<file path="src/sv/kst_pkg.sv">
// Shared constants, event codes and controller/datapath interface types.
package kst_pkg;

	localparam int SLOT_COUNT  = 16;
	localparam int SLOT_W      = (SLOT_COUNT > 1) ? $clog2(SLOT_COUNT) : 1;
	localparam int MAX_RESULTS = 16;
	localparam int CNT_W       = $clog2(MAX_RESULTS + 1);

	localparam int KEY_LO_W  = 64;
	localparam int KEY_HI_W  = 16;
	localparam int TIMER_W   = 16;
	localparam int PRESC_W   = 8;
	localparam int KIND_W    = 2;
	localparam int SLOT_OUT_W = 4;
	localparam int CFG_IDX_W = 2;
	localparam int CFG_DATA_W = 16;

	localparam logic [TIMER_W-1:0] IDLE_TIMEOUT_RST   = 16'd30;
	localparam logic [PRESC_W-1:0] PRESCALE_LIMIT_RST = 8'd100;

	localparam logic [CFG_IDX_W-1:0] CFG_IDLE_TIMEOUT   = 2'd0;
	localparam logic [CFG_IDX_W-1:0] CFG_PRESCALE_LIMIT = 2'd1;

	localparam logic [KIND_W-1:0] EV_HIT     = 2'd0;
	localparam logic [KIND_W-1:0] EV_ALLOC   = 2'd1;
	localparam logic [KIND_W-1:0] EV_FULL    = 2'd2;
	localparam logic [KIND_W-1:0] EV_RELEASE = 2'd3;

	localparam logic REQ_LOOKUP = 1'b0;
	localparam logic REQ_TICK   = 1'b1;

	typedef struct packed {
		logic load;
		logic tick_accept;
		logic req_step;
		logic tick_step;
		logic tick_flush;
	} cmd_t;

	typedef struct packed {
		logic scan_last;
		logic match;
		logic fire;
		logic strobe;
	} sts_t;

endpackage

</file>
<file path="src/sv/kst_datapath.sv">
// Slot storage, timers, prescaler, configuration registers and result register.
module kst_datapath (
	input  logic                            clk,
	input  logic                            arst_n,
	input  kst_pkg::cmd_t                   cmd,
	output kst_pkg::sts_t                   sts,
	input  logic [kst_pkg::KEY_LO_W-1:0]    key_low,
	input  logic [kst_pkg::KEY_HI_W-1:0]    key_high,
	input  logic                            cfg_we,
	input  logic [kst_pkg::CFG_IDX_W-1:0]   cfg_index,
	input  logic [kst_pkg::CFG_DATA_W-1:0]  cfg_wdata,
	output logic                            strobe,
	output logic [kst_pkg::KIND_W-1:0]      event_kind,
	output logic [kst_pkg::SLOT_OUT_W-1:0]  slot_index,
	output logic                            last_flag
);
	import kst_pkg::*;

	logic [KEY_LO_W-1:0] key_store_q [SLOT_COUNT];
	logic [KEY_HI_W-1:0] key_upper_q [SLOT_COUNT];
	logic [SLOT_COUNT-1:0] slot_valid_q;
	logic [TIMER_W-1:0] idle_timer_q [SLOT_COUNT];
	logic [PRESC_W-1:0] prescale_count_q;
	logic [TIMER_W-1:0] idle_timeout_q;
	logic [PRESC_W-1:0] prescale_limit_q;

	logic [KEY_LO_W-1:0] in_key_lo_q;
	logic [KEY_HI_W-1:0] in_key_hi_q;
	logic [SLOT_W-1:0] idx_q;
	logic free_found_q;
	logic [SLOT_W-1:0] free_idx_q;
	logic pend_q;
	logic [SLOT_W-1:0] pend_idx_q;
	logic [CNT_W-1:0] rep_cnt_q;

	logic strobe_q;
	logic [KIND_W-1:0] kind_q;
	logic [SLOT_W-1:0] out_idx_q;
	logic last_q;

	logic cur_valid;
	logic key_eq;
	logic match;
	logic scan_last;
	logic fire;
	logic [TIMER_W-1:0] cur_timer;
	logic alloc_we;
	logic [SLOT_W-1:0] alloc_idx;
	logic [SLOT_W+SLOT_OUT_W-1:0] idx_ext;

	assign cur_valid = slot_valid_q[idx_q];
	assign cur_timer = idle_timer_q[idx_q];
	assign key_eq    = (key_store_q[idx_q] == in_key_lo_q) && (key_upper_q[idx_q] == in_key_hi_q);
	// Stored keys of free slots are never trusted: the valid bit gates the compare.
	assign match     = cur_valid && key_eq;
	assign scan_last = (idx_q == SLOT_W'(SLOT_COUNT - 1));
	assign fire      = !(prescale_count_q < prescale_limit_q);

	always_comb begin
		alloc_we  = 1'b0;
		alloc_idx = idx_q;
		if (cmd.req_step && !match && scan_last) begin
			if (free_found_q) begin
				alloc_we  = 1'b1;
				alloc_idx = free_idx_q;
			end else if (!cur_valid) begin
				alloc_we  = 1'b1;
				alloc_idx = idx_q;
			end
		end
	end

	assign sts.scan_last = scan_last;
	assign sts.match     = match;
	assign sts.fire      = fire;
	assign sts.strobe    = strobe_q;

	always_ff @(posedge clk) begin
		if (alloc_we) begin
			key_store_q[alloc_idx] <= in_key_lo_q;
			key_upper_q[alloc_idx] <= in_key_hi_q;
		end
		if (cmd.load) begin
			in_key_lo_q <= key_low;
			in_key_hi_q <= key_high;
		end
	end

	always_ff @(posedge clk or negedge arst_n) begin
		if (!arst_n) begin
			slot_valid_q     <= '0;
			for (int i = 0; i < SLOT_COUNT; i++) begin
				idle_timer_q[i] <= '0;
			end
			prescale_count_q <= '0;
			idle_timeout_q   <= IDLE_TIMEOUT_RST;
			prescale_limit_q <= PRESCALE_LIMIT_RST;
			idx_q            <= '0;
			free_found_q     <= 1'b0;
			free_idx_q       <= '0;
			pend_q           <= 1'b0;
			pend_idx_q       <= '0;
			rep_cnt_q        <= '0;
			strobe_q         <= 1'b0;
			kind_q           <= EV_HIT;
			out_idx_q        <= '0;
			last_q           <= 1'b0;
		end else begin
			strobe_q <= 1'b0;

			if (cfg_we) begin
				case (cfg_index)
					CFG_IDLE_TIMEOUT: begin
						idle_timeout_q <= cfg_wdata[TIMER_W-1:0];
					end
					CFG_PRESCALE_LIMIT: begin
						prescale_limit_q <= cfg_wdata[PRESC_W-1:0];
					end
					default: begin
					end
				endcase
			end

			if (cmd.load) begin
				idx_q        <= '0;
				free_found_q <= 1'b0;
				pend_q       <= 1'b0;
				rep_cnt_q    <= '0;
			end

			if (cmd.tick_accept) begin
				prescale_count_q <= fire ? '0 : prescale_count_q + PRESC_W'(1);
			end

			if (cmd.req_step) begin
				if (match) begin
					idle_timer_q[idx_q] <= idle_timeout_q;
					strobe_q  <= 1'b1;
					kind_q    <= EV_HIT;
					out_idx_q <= idx_q;
					last_q    <= 1'b1;
				end else if (scan_last) begin
					strobe_q <= 1'b1;
					last_q   <= 1'b1;
					if (alloc_we) begin
						slot_valid_q[alloc_idx] <= 1'b1;
						idle_timer_q[alloc_idx] <= idle_timeout_q;
						kind_q    <= EV_ALLOC;
						out_idx_q <= alloc_idx;
					end else begin
						kind_q    <= EV_FULL;
						out_idx_q <= '0;
					end
				end else begin
					// Remember the lowest free slot in case no key matches.
					if (!cur_valid && !free_found_q) begin
						free_found_q <= 1'b1;
						free_idx_q   <= idx_q;
					end
					idx_q <= idx_q + SLOT_W'(1);
				end
			end

			if (cmd.tick_step) begin
				if (cur_valid) begin
					if (cur_timer != '0) begin
						idle_timer_q[idx_q] <= cur_timer - TIMER_W'(1);
					end else begin
						slot_valid_q[idx_q] <= 1'b0;
						// A release is held back until the next one or the flush, so the last one can carry the flag.
						if (rep_cnt_q < CNT_W'(MAX_RESULTS)) begin
							if (pend_q) begin
								strobe_q  <= 1'b1;
								kind_q    <= EV_RELEASE;
								out_idx_q <= pend_idx_q;
								last_q    <= 1'b0;
							end
							pend_q     <= 1'b1;
							pend_idx_q <= idx_q;
							rep_cnt_q  <= rep_cnt_q + CNT_W'(1);
						end
					end
				end
				if (!scan_last) begin
					idx_q <= idx_q + SLOT_W'(1);
				end
			end

			if (cmd.tick_flush) begin
				if (pend_q) begin
					strobe_q  <= 1'b1;
					kind_q    <= EV_RELEASE;
					out_idx_q <= pend_idx_q;
					last_q    <= 1'b1;
				end
				pend_q <= 1'b0;
			end
		end
	end

	assign idx_ext    = {{SLOT_OUT_W{1'b0}}, out_idx_q};
	assign strobe     = strobe_q;
	assign event_kind = kind_q;
	assign slot_index = idx_ext[SLOT_OUT_W-1:0];
	assign last_flag  = last_q;

`ifndef SYNTH
	a_req_last: assert property (@(posedge clk) disable iff (!arst_n)
		(strobe_q && kind_q != EV_RELEASE) |-> last_q)
		else $error("request transfer without last flag");

	a_hit_valid: assert property (@(posedge clk) disable iff (!arst_n)
		(strobe_q && (kind_q == EV_HIT || kind_q == EV_ALLOC)) |-> slot_valid_q[out_idx_q])
		else $error("hit or allocated slot is not valid");

	a_full_all: assert property (@(posedge clk) disable iff (!arst_n)
		(strobe_q && kind_q == EV_FULL) |-> (&slot_valid_q))
		else $error("table full reported with a free slot");

	a_rel_free: assert property (@(posedge clk) disable iff (!arst_n)
		(strobe_q && kind_q == EV_RELEASE) |-> !slot_valid_q[out_idx_q])
		else $error("released slot is still valid");
`endif

endmodule

</file>
<file path="src/sv/kst_controller.sv">
// Sequencer that steps the datapath through request and tick scans.
module kst_controller (
	input  logic          clk,
	input  logic          arst_n,
	input  logic          start,
	input  logic          req_type,
	input  kst_pkg::sts_t sts,
	output kst_pkg::cmd_t cmd,
	output logic          busy
);
	import kst_pkg::*;

	localparam logic [1:0] ST_IDLE       = 2'd0;
	localparam logic [1:0] ST_REQ_SCAN   = 2'd1;
	localparam logic [1:0] ST_TICK_SCAN  = 2'd2;
	localparam logic [1:0] ST_TICK_FLUSH = 2'd3;

	logic [1:0] state_q;
	logic [1:0] state_d;

	// Busy stays up through the cycle that shows the final result.
	assign busy = (state_q != ST_IDLE) || sts.strobe;

	always_comb begin
		state_d = state_q;
		cmd     = '0;
		case (state_q)
			ST_IDLE: begin
				if (start && !busy) begin
					cmd.load = 1'b1;
					if (req_type == REQ_LOOKUP) begin
						state_d = ST_REQ_SCAN;
					end else begin
						cmd.tick_accept = 1'b1;
						if (sts.fire) begin
							state_d = ST_TICK_SCAN;
						end
					end
				end
			end
			ST_REQ_SCAN: begin
				cmd.req_step = 1'b1;
				if (sts.match || sts.scan_last) begin
					state_d = ST_IDLE;
				end
			end
			ST_TICK_SCAN: begin
				cmd.tick_step = 1'b1;
				if (sts.scan_last) begin
					state_d = ST_TICK_FLUSH;
				end
			end
			ST_TICK_FLUSH: begin
				cmd.tick_flush = 1'b1;
				state_d = ST_IDLE;
			end
			default: begin
				state_d = ST_IDLE;
			end
		endcase
	end

	always_ff @(posedge clk or negedge arst_n) begin
		if (!arst_n) begin
			state_q <= ST_IDLE;
		end else begin
			state_q <= state_d;
		end
	end

endmodule

</file>
<file path="src/sv/keyed_slot_table_with_idle_timeout.sv">
// Request: scans slots up to the hit (at most 16), result strobe the next cycle.
// Tick that does not fire the prescaler: counted at the transfer, no result, busy stays low.
// Tick that fires: all slots, then a flush; a release shows when the next is found.
// Busy stays high through the cycle with the final result; the receiver cannot stall.
// Reset clears all valid marks, timers and the prescaler; registers return to 30 and 100.
module keyed_slot_table_with_idle_timeout (
	input  logic                            clk,
	input  logic                            arst_n,
	input  logic                            start,
	output logic                            busy,
	input  logic                            req_type,
	input  logic [kst_pkg::KEY_LO_W-1:0]    key_low,
	input  logic [kst_pkg::KEY_HI_W-1:0]    key_high,
	input  logic                            cfg_we,
	input  logic [kst_pkg::CFG_IDX_W-1:0]   cfg_index,
	input  logic [kst_pkg::CFG_DATA_W-1:0]  cfg_wdata,
	output logic                            strobe,
	output logic [kst_pkg::KIND_W-1:0]      event_kind,
	output logic [kst_pkg::SLOT_OUT_W-1:0]  slot_index,
	output logic                            last_flag
);
	import kst_pkg::*;

	cmd_t cmd;
	sts_t sts;

	kst_controller u_ctrl (
		.clk      (clk),
		.arst_n   (arst_n),
		.start    (start),
		.req_type (req_type),
		.sts      (sts),
		.cmd      (cmd),
		.busy     (busy)
	);

	kst_datapath u_dp (
		.clk        (clk),
		.arst_n     (arst_n),
		.cmd        (cmd),
		.sts        (sts),
		.key_low    (key_low),
		.key_high   (key_high),
		.cfg_we     (cfg_we),
		.cfg_index  (cfg_index),
		.cfg_wdata  (cfg_wdata),
		.strobe     (strobe),
		.event_kind (event_kind),
		.slot_index (slot_index),
		.last_flag  (last_flag)
	);

endmodule
</file>
<file path="config.mk">
export PLATFORM = sky130hd
export DESIGN_NAME = keyed_slot_table_with_idle_timeout
export DESIGN_NICKNAME = d
export VERILOG_FILES = /design/src/sv/kst_pkg.sv /design/src/sv/kst_datapath.sv /design/src/sv/kst_controller.sv /design/src/sv/keyed_slot_table_with_idle_timeout.sv
export SDC_FILE = /design/constraint.sdc
export NUM_CORES = 2
export LEC_CHECK = 0
export BUFFER_PORTS_ARGS = -buffer_cell sky130_fd_sc_hd__buf_2
export CORE_MARGIN = 8
export CORE_UTILIZATION = 46
export DETAILED_ROUTE_END_ITERATION = 8
export HOLD_SLACK_MARGIN = 0.05
export PLACE_DENSITY = 0.71
export SLEW_MARGIN = 20
export SYNTH_ARGS = -nofsm -noshare
export SYNTH_HDL_FRONTEND = slang
export SYNTH_SLANG_ARGS = --single-unit
</file>
<file path="constraint.sdc">
create_clock -name clk -period 16 [get_ports clk]
set_input_delay 4.8 -clock clk [delete_from_list [all_inputs] [get_ports clk]]
set_output_delay 4.8 -clock clk [all_outputs]
set_load 0.02 [all_outputs]
</file>
# After elaboration in Yosys (flattened, before gate mapping)
# Memories as Yosys holds them, arrays and structs flattened.
# Index checks and enable logic that the tools add are counted.
dict set report word_totals {
  ramBits 1280
  output_inout_bits 9
  ff_bits 413
  n_memories 2
  input_bits 103
}
dict set report op_classes {
  muxes 114
  magnitude_cmp 10
  n_eq_ne 11
  n_reduce_logical 25
  addsub 4
  bitwise 8
}
# memory depth word_bits read_ports rd_clocked_by_memory_dff write_ports line_no
set mem_list {}
lappend mem_list {u_dp.key_store_q 16 64 1 0 1 kst_datapath.sv:19} ;# logic [KEY_LO_W-1:0] key_store_q [SLOT_COUNT];
lappend mem_list {u_dp.key_upper_q 16 16 1 0 1 kst_datapath.sv:20} ;# logic [KEY_HI_W-1:0] key_upper_q [SLOT_COUNT];
# op count
set op_table {}
lappend op_table {{$mux 256} 7}
lappend op_table {{$bwmux 256} 3}
lappend op_table {{$mux 16} 11}
lappend op_table {{$demux 16 s4} 2}
lappend op_table {{$mux 4} 19}
lappend op_table {{$bmux 16 s4} 1}
lappend op_table {{$eq 64x64->1} 1}
lappend op_table {{$mux 1} 43}
lappend op_table {{$mux 2} 18}
lappend op_table {{$mux 5} 5}
lappend op_table {{$and 16x16->16} 1}
lappend op_table {{$eq 16x16->1} 1}
lappend op_table {{$not 16->16} 1}
lappend op_table {{$or 16x16->16} 1}
lappend op_table {{$reduce_bool 16->1} 1}
lappend op_table {{$sub 16x1->16 const B} 1}
lappend op_table {{$reduce_and 4->1} 3}
lappend op_table {{$ge 5x5->1 const B} 2}
lappend op_table {{$logic_and 1x1->1} 10}
lappend op_table {{$lt 4x5->1 const B} 2}
lappend op_table {{$lt 5x1->1 const B} 2}
lappend op_table {{$not 4->5} 2}
lappend op_table {{$add 8x1->8 const B} 1}
lappend op_table {{$demux 1 s4} 2}
lappend op_table {{other kinds (19)} 32}

# Logic depth before layout (Yosys ltp)
# An unclocked memory read counts as a cell.
dict set report logic_depth {
  ltp_word 22
  depth_mapped 22
  depth_no_buf 12
}

# By module
# From an unflattened synthesis, not the netlist that was laid out.
dict set report hier_totals {
  cells_unflattened 4436
  hier_area_um2 72303.1
}
# module area_per_inst_um2 n_inst cells_each seq_area_each_um2
set by_module_without_submodules {}
lappend by_module_without_submodules {kst_datapath 72150.4 1 4422 49130.9}
lappend by_module_without_submodules {kst_controller 152.6 1 14 50.0}

# Worst setup path before layout
# No wires, ideal clock.
dict set report synth_path {
  path_type {register to register}
  start {reg u_dp.idx_q[0]}
  end {mem u_dp.key_store_q[11][0] (enable)}
  t_required_ns 15.381
  slack_ns 7.077
  path_stages_with_launch 15
  arrival_time_ns 8.303
  n_path_buf 7
  path_cell_list {dfrtp_1 buf_6 buf_4 buf_4 buf_4 buf_4 buf_2 mux4_2 xnor2_1 nand4_1 nor4_4 nand4_4 buf_6 nand3_1 nor3_1}
}
dict set report synth_between {
  elab_chain_len 10
}
# element line_no
set synth_rtl {}
lappend synth_rtl {{start: declaration} kst_datapath.sv:29} ;# logic [SLOT_W-1:0] idx_q;
lappend synth_rtl {{start signal: assignment} kst_datapath.sv:160} ;# idx_q <= idx_q + SLOT_W'(1);
lappend synth_rtl {{start signal: assignment} kst_datapath.sv:185} ;# idx_q <= idx_q + SLOT_W'(1);
lappend synth_rtl {{$mem_v2 16x64 / $mem_v2 16x16 (equally long branches)} n/a}
lappend synth_rtl {{$eq 64x64->1 / $eq 16x16->1 (equally long branches)} kst_datapath.sv:53} ;# assign key_eq = (key_store_q[idx_q] == in_key_lo_q) && (key_upper_q[idx_q] == in_key_hi_q);
lappend synth_rtl {{$logic_and 1x1->1} kst_datapath.sv:53}
lappend synth_rtl {{$logic_and 1x1->1} kst_datapath.sv:55} ;# assign match = cur_valid && key_eq;
lappend synth_rtl {{$logic_not 1->1} kst_datapath.sv:62} ;# if (cmd.req_step && !match && scan_last) begin
lappend synth_rtl {{$logic_and 1x1->1 (2 in series)} kst_datapath.sv:62}
lappend synth_rtl {{$mux 1} kst_datapath.sv:62}
lappend synth_rtl {{$mux 1} kst_datapath.sv:79} ;# if (alloc_we) begin
lappend synth_rtl {{$mux 1 (implied by the code)} kst_datapath.sv:80} ;# key_store_q[alloc_idx] <= in_key_lo_q;
lappend synth_rtl {{end: declaration} kst_datapath.sv:19}
# Several ways; a longest one is shown, not always the timed one. The select of a mux whose other input is x is not followed.

# Worst setup path after layout
dict set report layout_path {
  start {reg u_dp.idx_q[1]}
  end {reg u_dp.idle_timer_q[252] (netlist name)}
}
dict set report layout_between {
  elab_chain_len 22
}
# element line_no
set layout_rtl {}
lappend layout_rtl {{$mem_v2 16x64 / $mem_v2 16x16 (equally long branches)} n/a}
lappend layout_rtl {{$eq 64x64->1 / $eq 16x16->1 (equally long branches)} kst_datapath.sv:53}
lappend layout_rtl {{$logic_and 1x1->1} kst_datapath.sv:53}
lappend layout_rtl {{$logic_and 1x1->1} kst_datapath.sv:55}
lappend layout_rtl {{$logic_not 1->1} kst_datapath.sv:62}
lappend layout_rtl {{$logic_and 1x1->1 (2 in series)} kst_datapath.sv:62}
lappend layout_rtl {{$mux 4} kst_datapath.sv:62}
lappend layout_rtl {{$not 4->5 (implied by the code)} kst_datapath.sv:147} ;# idle_timer_q[alloc_idx] <= idle_timeout_q;
lappend layout_rtl {{[5 not listed]} n/a}
lappend layout_rtl {{$mux 256} kst_datapath.sv:145} ;# if (alloc_we) begin
lappend layout_rtl {{$mux 256} kst_datapath.sv:142} ;# end else if (scan_last) begin
lappend layout_rtl {{$mux 256} kst_datapath.sv:136} ;# if (match) begin
lappend layout_rtl {{$mux 256} kst_datapath.sv:135} ;# if (cmd.req_step) begin
lappend layout_rtl {{$bwmux 256} kst_datapath.sv:167} ;# idle_timer_q[idx_q] <= cur_timer - TIMER_W'(1);
lappend layout_rtl {{$mux 256} kst_datapath.sv:166} ;# if (cur_timer != '0) begin
lappend layout_rtl {{$mux 256} kst_datapath.sv:165} ;# if (cur_valid) begin
lappend layout_rtl {{$mux 256 (*)} kst_datapath.sv:164} ;# if (cmd.tick_step) begin
lappend layout_rtl {{end signal: indexed assignment} kst_datapath.sv:137} ;# idle_timer_q[idx_q] <= idle_timeout_q;
lappend layout_rtl {{end signal: indexed assignment} kst_datapath.sv:147}
lappend layout_rtl {{end signal: indexed assignment} kst_datapath.sv:167}
lappend layout_rtl {{end: declaration} kst_datapath.sv:22} ;# logic [TIMER_W-1:0] idle_timer_q [SLOT_COUNT];
# Mark *: on every way between the ends. The rest lies on a longest branch, timed or not. The select of a mux whose other input is x is not followed.
# A chain may end at the register's enable or synchronous reset.

==> flow_results.org <==
** Cells and area
- Total Nets Final :: 4275
- Number of antenna diodes :: 0
- The finished layout holds 6345 standard cells, fillers aside.
- Cells with a size suffix above 1 make up 22.09% of the layout.
- Post-synthesis to final-layout area growth :: 11.12%
- Measured on the finished design, the core utilization comes to 51.36%.

** Timing
- Setup repair after global routing left no endpoint under its margin.
- For the pin with the worst max-slew slack, the measured transition is 1.169 ns.
- Slew HR :: 21.88%
- Smallest hold slack :: 0.4812 ns
- Total negative slack :: 0 ns
- Max Slew Vio Count :: 0
- Setup violations remaining at the end of the flow were counted as 0.
- Subtracting the final worst setup slack from the clock period gives 8.074 ns.
- For this run, the top clock speed supported by timing is 0.1238 GHz.
- Dividing the final minimum period by the clock period gives 50.47%.
- The clock arrives with 0.08767 ns of skew.
- Final hold violations :: 0

** Floorplan
- Die boundary width :: 411.7 microns
- The floorplan step set the die height to 411.7 microns.
- Effective utilization at floorplan :: 46.22%
- The floorplan step defined a die boundary enclosing 0.1695 sq mm.
- Core region area :: 0.1558 sq mm
- FP Rows :: 145
- For this design the top-level I/O count stands at 112.

** GRT
- Vias in the first global route :: 39890
- Wire length of the first global-routing pass :: 274700 microns
- Global routing used 21.76% of the available tracks.
- Entering global routing, the biggest net connects 163 pins.
- The number of antenna violations at the first check in global routing came to 1.
- After global routing the overflow that remains totals 0.

** Synthesis
- Syn Area/Cell :: 17.88 sq um
- Most used flip-flop cell after synthesis :: sky130_fd_sc_hd__edfxtp_1
- After technology mapping, the gate count stands at 4028.
- Yosys mapped a number of flops with a built-in enable equal to 1360.
- The synthesized design devotes to its leading area cell type 56.70% of total area.
- Yosys printed 0 warnings.
- Post-synthesis cell type with the largest combined area :: sky130_fd_sc_hd__edfxtp_1
- Count of unique library cells instantiated by Yosys :: 95
- Async SR Flop Fraction :: 19.67%
- Summing every instance area after synthesis gives 0.07203 sq mm.
- Number of register bits inferred by synthesis :: 1693
- Of the synthesized area, sequential elements account for 68.28%.
- The number of nets in the synthesized netlist is 4145.
- Top area cells in the synthesized netlist :: sky130_fd_sc_hd__edfxtp_1, sky130_fd_sc_hd__dfrtp_1, sky130_fd_sc_hd__mux4_2

** Clock tree
- Buffers inserted during clock tree synthesis total 170.
- TritonCTS clock tree :: done
- The number of setup buffers added after CTS is 0.
- The longest clock path from root to sink contains 3 buffers.
- Clock sink total :: 1693
- The H-tree was split into 4 levels.
- The tree is rooted in a sky130_fd_sc_hd__clkbuf_16.
- After clock tree synthesis, the repair step resized 0 gates.
- For this design, the CTS-stage hold fixing added 0 buffers.
- After clock tree synthesis, the clock-pin slew on the worst setup and hold paths is 0.06 ns.
- Insertion delay to the later sink of the worst-skew pair :: 0.81 ns

** Placement
- Number of I/O port buffers :: 111
- Weighted congestion at the end of routability-driven global placement :: 0.9175
- Final HPWL from detailed placement :: 106100 microns
- Placed cell count :: 6042

** Worst setup path
- CP Class :: register to register
- Longest individual stage delay on the worst path :: 0.96 ns
- CP Capture Type :: register
- Largest fanout on the critical path :: 123
- Most frequent CP cell :: sky130_fd_sc_hd__buf_4
- Launch point of the worst path :: u_dp.idx_q[1]$_DFF_PN0_
- Critical path launch point type :: register
- On the critical path, the stage with the largest delay is an instance of sky130_fd_sc_hd__mux2i_4.
- Counting cells, the worst reg-to-reg path comes to 14.
- Reg-to-reg startpoint :: u_dp.idx_q[1]$_DFF_PN0_
- Across all register-to-register paths, the minimum setup slack is 7.93 ns.
- The signal on the critical path passes through buf_12, buf_4, buf_4, mux4_2, mux4_2, xnor2_1, nand2_1, a2111oi_0, and2_1, and4_1, buf_4, mux2i_4, mux2_2, a2bb2oi_1.
- Data on the critical path is required at its endpoint by 16.59 ns.
- The critical path ends at u_dp.idle_timer_q[252]$_DFF_PN0_.
- The worst register-to-register path ends at u_dp.idle_timer_q[252]$_DFF_PN0_.
- Crit path arrival time :: 8.67 ns

** Pwr
- Power spread over the standard cell area amounts to 164.1 mW/mm^2.
- Overall power of the completed layout :: 13.13 mW
- Worst vdd ir :: 0.1358 mV
- Leakage power of the design :: 27.52 nW

** Route
- In this run the remaining antenna-violating nets after routing total 0.
- Detailed routing placed a total of 16350 microns of wire on met3.
- Overall routed net length :: 186800 microns
- The final route contains 39310 vias.
- The first routing iteration left 5037 violations.
- Total met2 wirelength after detailed routing :: 88220 microns
- Dividing the detail-routed via count by the number of cells gives 6.195.
- Routed length per instance :: 29.44 microns
- The first detailed-routing pass took 6 iterations.
- For this run, design rule violations remaining after detail routing come to 0.
- After detailed routing, the wire length on met1 is 75220 microns.
- DR top layer :: met4

** Hold path
- The min-delay analysis places its worst path in the category register to register.
- Along the worst hold path, the cell count comes to 1.

** Run status
- The run finished with clean final reports.

** Run
- Max-cap violations in this run came to 0.
## where the power goes
part	total, mW	switching (mW)	leakage [nW]	internal, mW
Combinational	4.01	2.44	8.19	1.57
Sequential	5.29	0.298	16.7	4.99
Clock	3.84	1.70	2.58	2.14
## worst min-delay path by stage
stage                                   startpoint                           end  slack, ns
global placement    u_dp.pend_idx_q[0]$_DFFE_PN0P_  u_dp.slot_index[0]$_DFF_PN0_       0.46
CTS                 u_dp.pend_idx_q[0]$_DFFE_PN0P_  u_dp.slot_index[0]$_DFF_PN0_       0.48
global route        u_dp.pend_idx_q[0]$_DFFE_PN0P_  u_dp.slot_index[0]$_DFF_PN0_       0.50
detailed placement     u_dp.rep_cnt_q[3]$_DFF_PN0_   u_dp.rep_cnt_q[3]$_DFF_PN0_       0.47
floorplan              u_dp.rep_cnt_q[3]$_DFF_PN0_   u_dp.rep_cnt_q[3]$_DFF_PN0_       0.44
finish                 u_dp.rep_cnt_q[3]$_DFF_PN0_   u_dp.rep_cnt_q[3]$_DFF_PN0_       0.48
## worst max-delay path, delay by kind of cell (launching register included)
kind / cells / cell delay [ns]
DFF: 1 / 0.72
and+or+nand+nor: 3 / 0.87
buffers and inverters: 4 / 2.50
AOI/OAI and AO/OA: 2 / 0.97
muxes: 4 / 2.28
xor gates and xnor gates: 1 / 0.26
## state kept, by name, indices dropped and copies added, names as in the netlist
name                   cells
u_dp.free_found_q          1
u_dp.key_store_q        1024
u_dp.pend_idx_q            4
u_dp.prescale_count_q      8
u_dp.last_flag             1
u_dp.key_upper_q         256
u_dp.idle_timeout_q       16
u_dp.free_idx_q            4
u_dp.event_kind            2
u_dp.idle_timer_q        256
u_dp.rep_cnt_q             5
u_dp.in_key_lo_q          64
u_dp.prescale_limit_q      8
u_dp.slot_valid_q         16
u_dp.slot_index            4
u_ctrl.state_q             2
u_dp.strobe                1
u_dp.in_key_hi_q          16
u_dp.pend_q                1
u_dp.idx_q                 4
## metal layers
| layer | global-route usage, % | up-vias |
|---|---|---|
| li1 | - | 16360 |
| met1 | 30.08 | 20510 |
| met2 | 34.71 | 2057 |
| met3 | 4.158 | 380 |
| met4 | 7.808 | 0 |
| met5 | 0 | - |
## kinds of logic (layout without fill, tap and decap cells)
family,Yosys count,in the layout,share of synthesized area (%)
adders and majority gates,14,14,0.2432
muxes,1023,1023,20.62
DFF,1693,1693,68.28
and+or+nand+nor,512,512,3.450
xor gates and xnor gates,70,70,0.8512
AOI/OAI and AO/OA,410,410,4.087
buffers and inverters,306,565,2.463
## area by class of cell
cell class / count / area [sq um]
clock buffer: 228 / 4604
multi-input combinational: 2029 / 21260
tap: 2058 / 2575
timing repair buffer: 218 / 1441
clock inverter: 73 / 778.2
fill: 12260 / 75810
inverter: 46 / 185.2
sequential: 1693 / 49200
## synthesized netlist by cell type (12+ instances only)
cell type,number
sky130_fd_sc_hd__buf_6,45
sky130_fd_sc_hd__a22oi_1,54
sky130_fd_sc_hd__buf_1,14
sky130_fd_sc_hd__nand2b_1,19
sky130_fd_sc_hd__xnor2_1,43
sky130_fd_sc_hd__nor2b_1,25
sky130_fd_sc_hd__buf_2,79
sky130_fd_sc_hd__ha_1,14
sky130_fd_sc_hd__a21oi_1,45
sky130_fd_sc_hd__mux2_2,66
sky130_fd_sc_hd__inv_1,44
sky130_fd_sc_hd__xor2_1,27
sky130_fd_sc_hd__o22ai_1,35
sky130_fd_sc_hd__clkbuf_1,79
sky130_fd_sc_hd__nor3_1,48
sky130_fd_sc_hd__and2_1,13
sky130_fd_sc_hd__a221oi_1,16
sky130_fd_sc_hd__o21ai_0,74
sky130_fd_sc_hd__and3_1,17
sky130_fd_sc_hd__mux4_2,351
sky130_fd_sc_hd__edfxtp_1,1360
sky130_fd_sc_hd__buf_4,40
sky130_fd_sc_hd__nand3_1,53
sky130_fd_sc_hd__nand4_1,12
sky130_fd_sc_hd__mux2i_1,588
sky130_fd_sc_hd__dfrtp_1,326
sky130_fd_sc_hd__a31oi_1,19
sky130_fd_sc_hd__nand2_1,163
sky130_fd_sc_hd__a2bb2oi_1,25
sky130_fd_sc_hd__nor2_1,111
## per-stage QoR
stage	instance area (sq um)	setup WS, ns
detailed placement	74610	8.105
CTS	80000	8.055
finish	80040	7.926
floorplan	72030	7.077
global placement	74580	8.122
global route	80040	7.692
## cells in the final DEF (no fill, tap or decap), types with 74 or more instances in the layout
| master | Yosys | final |
|---|---|---|
| sky130_fd_sc_hd__nand2_1 | 163 | 163 |
| sky130_fd_sc_hd__dfrtp_1 | 326 | 322 |
| sky130_fd_sc_hd__nor2_1 | 111 | 102 |
| sky130_fd_sc_hd__edfxtp_1 | 1360 | 1360 |
| sky130_fd_sc_hd__mux2i_1 | 588 | 588 |
| sky130_fd_sc_hd__clkbuf_16 | 0 | 172 |
| sky130_fd_sc_hd__buf_4 | 40 | 101 |
| sky130_fd_sc_hd__mux4_2 | 351 | 351 |
| sky130_fd_sc_hd__o21ai_0 | 74 | 74 |
| sky130_fd_sc_hd__buf_2 | 79 | 110 |
Note: power is estimated with default switching activity, not from simulation.
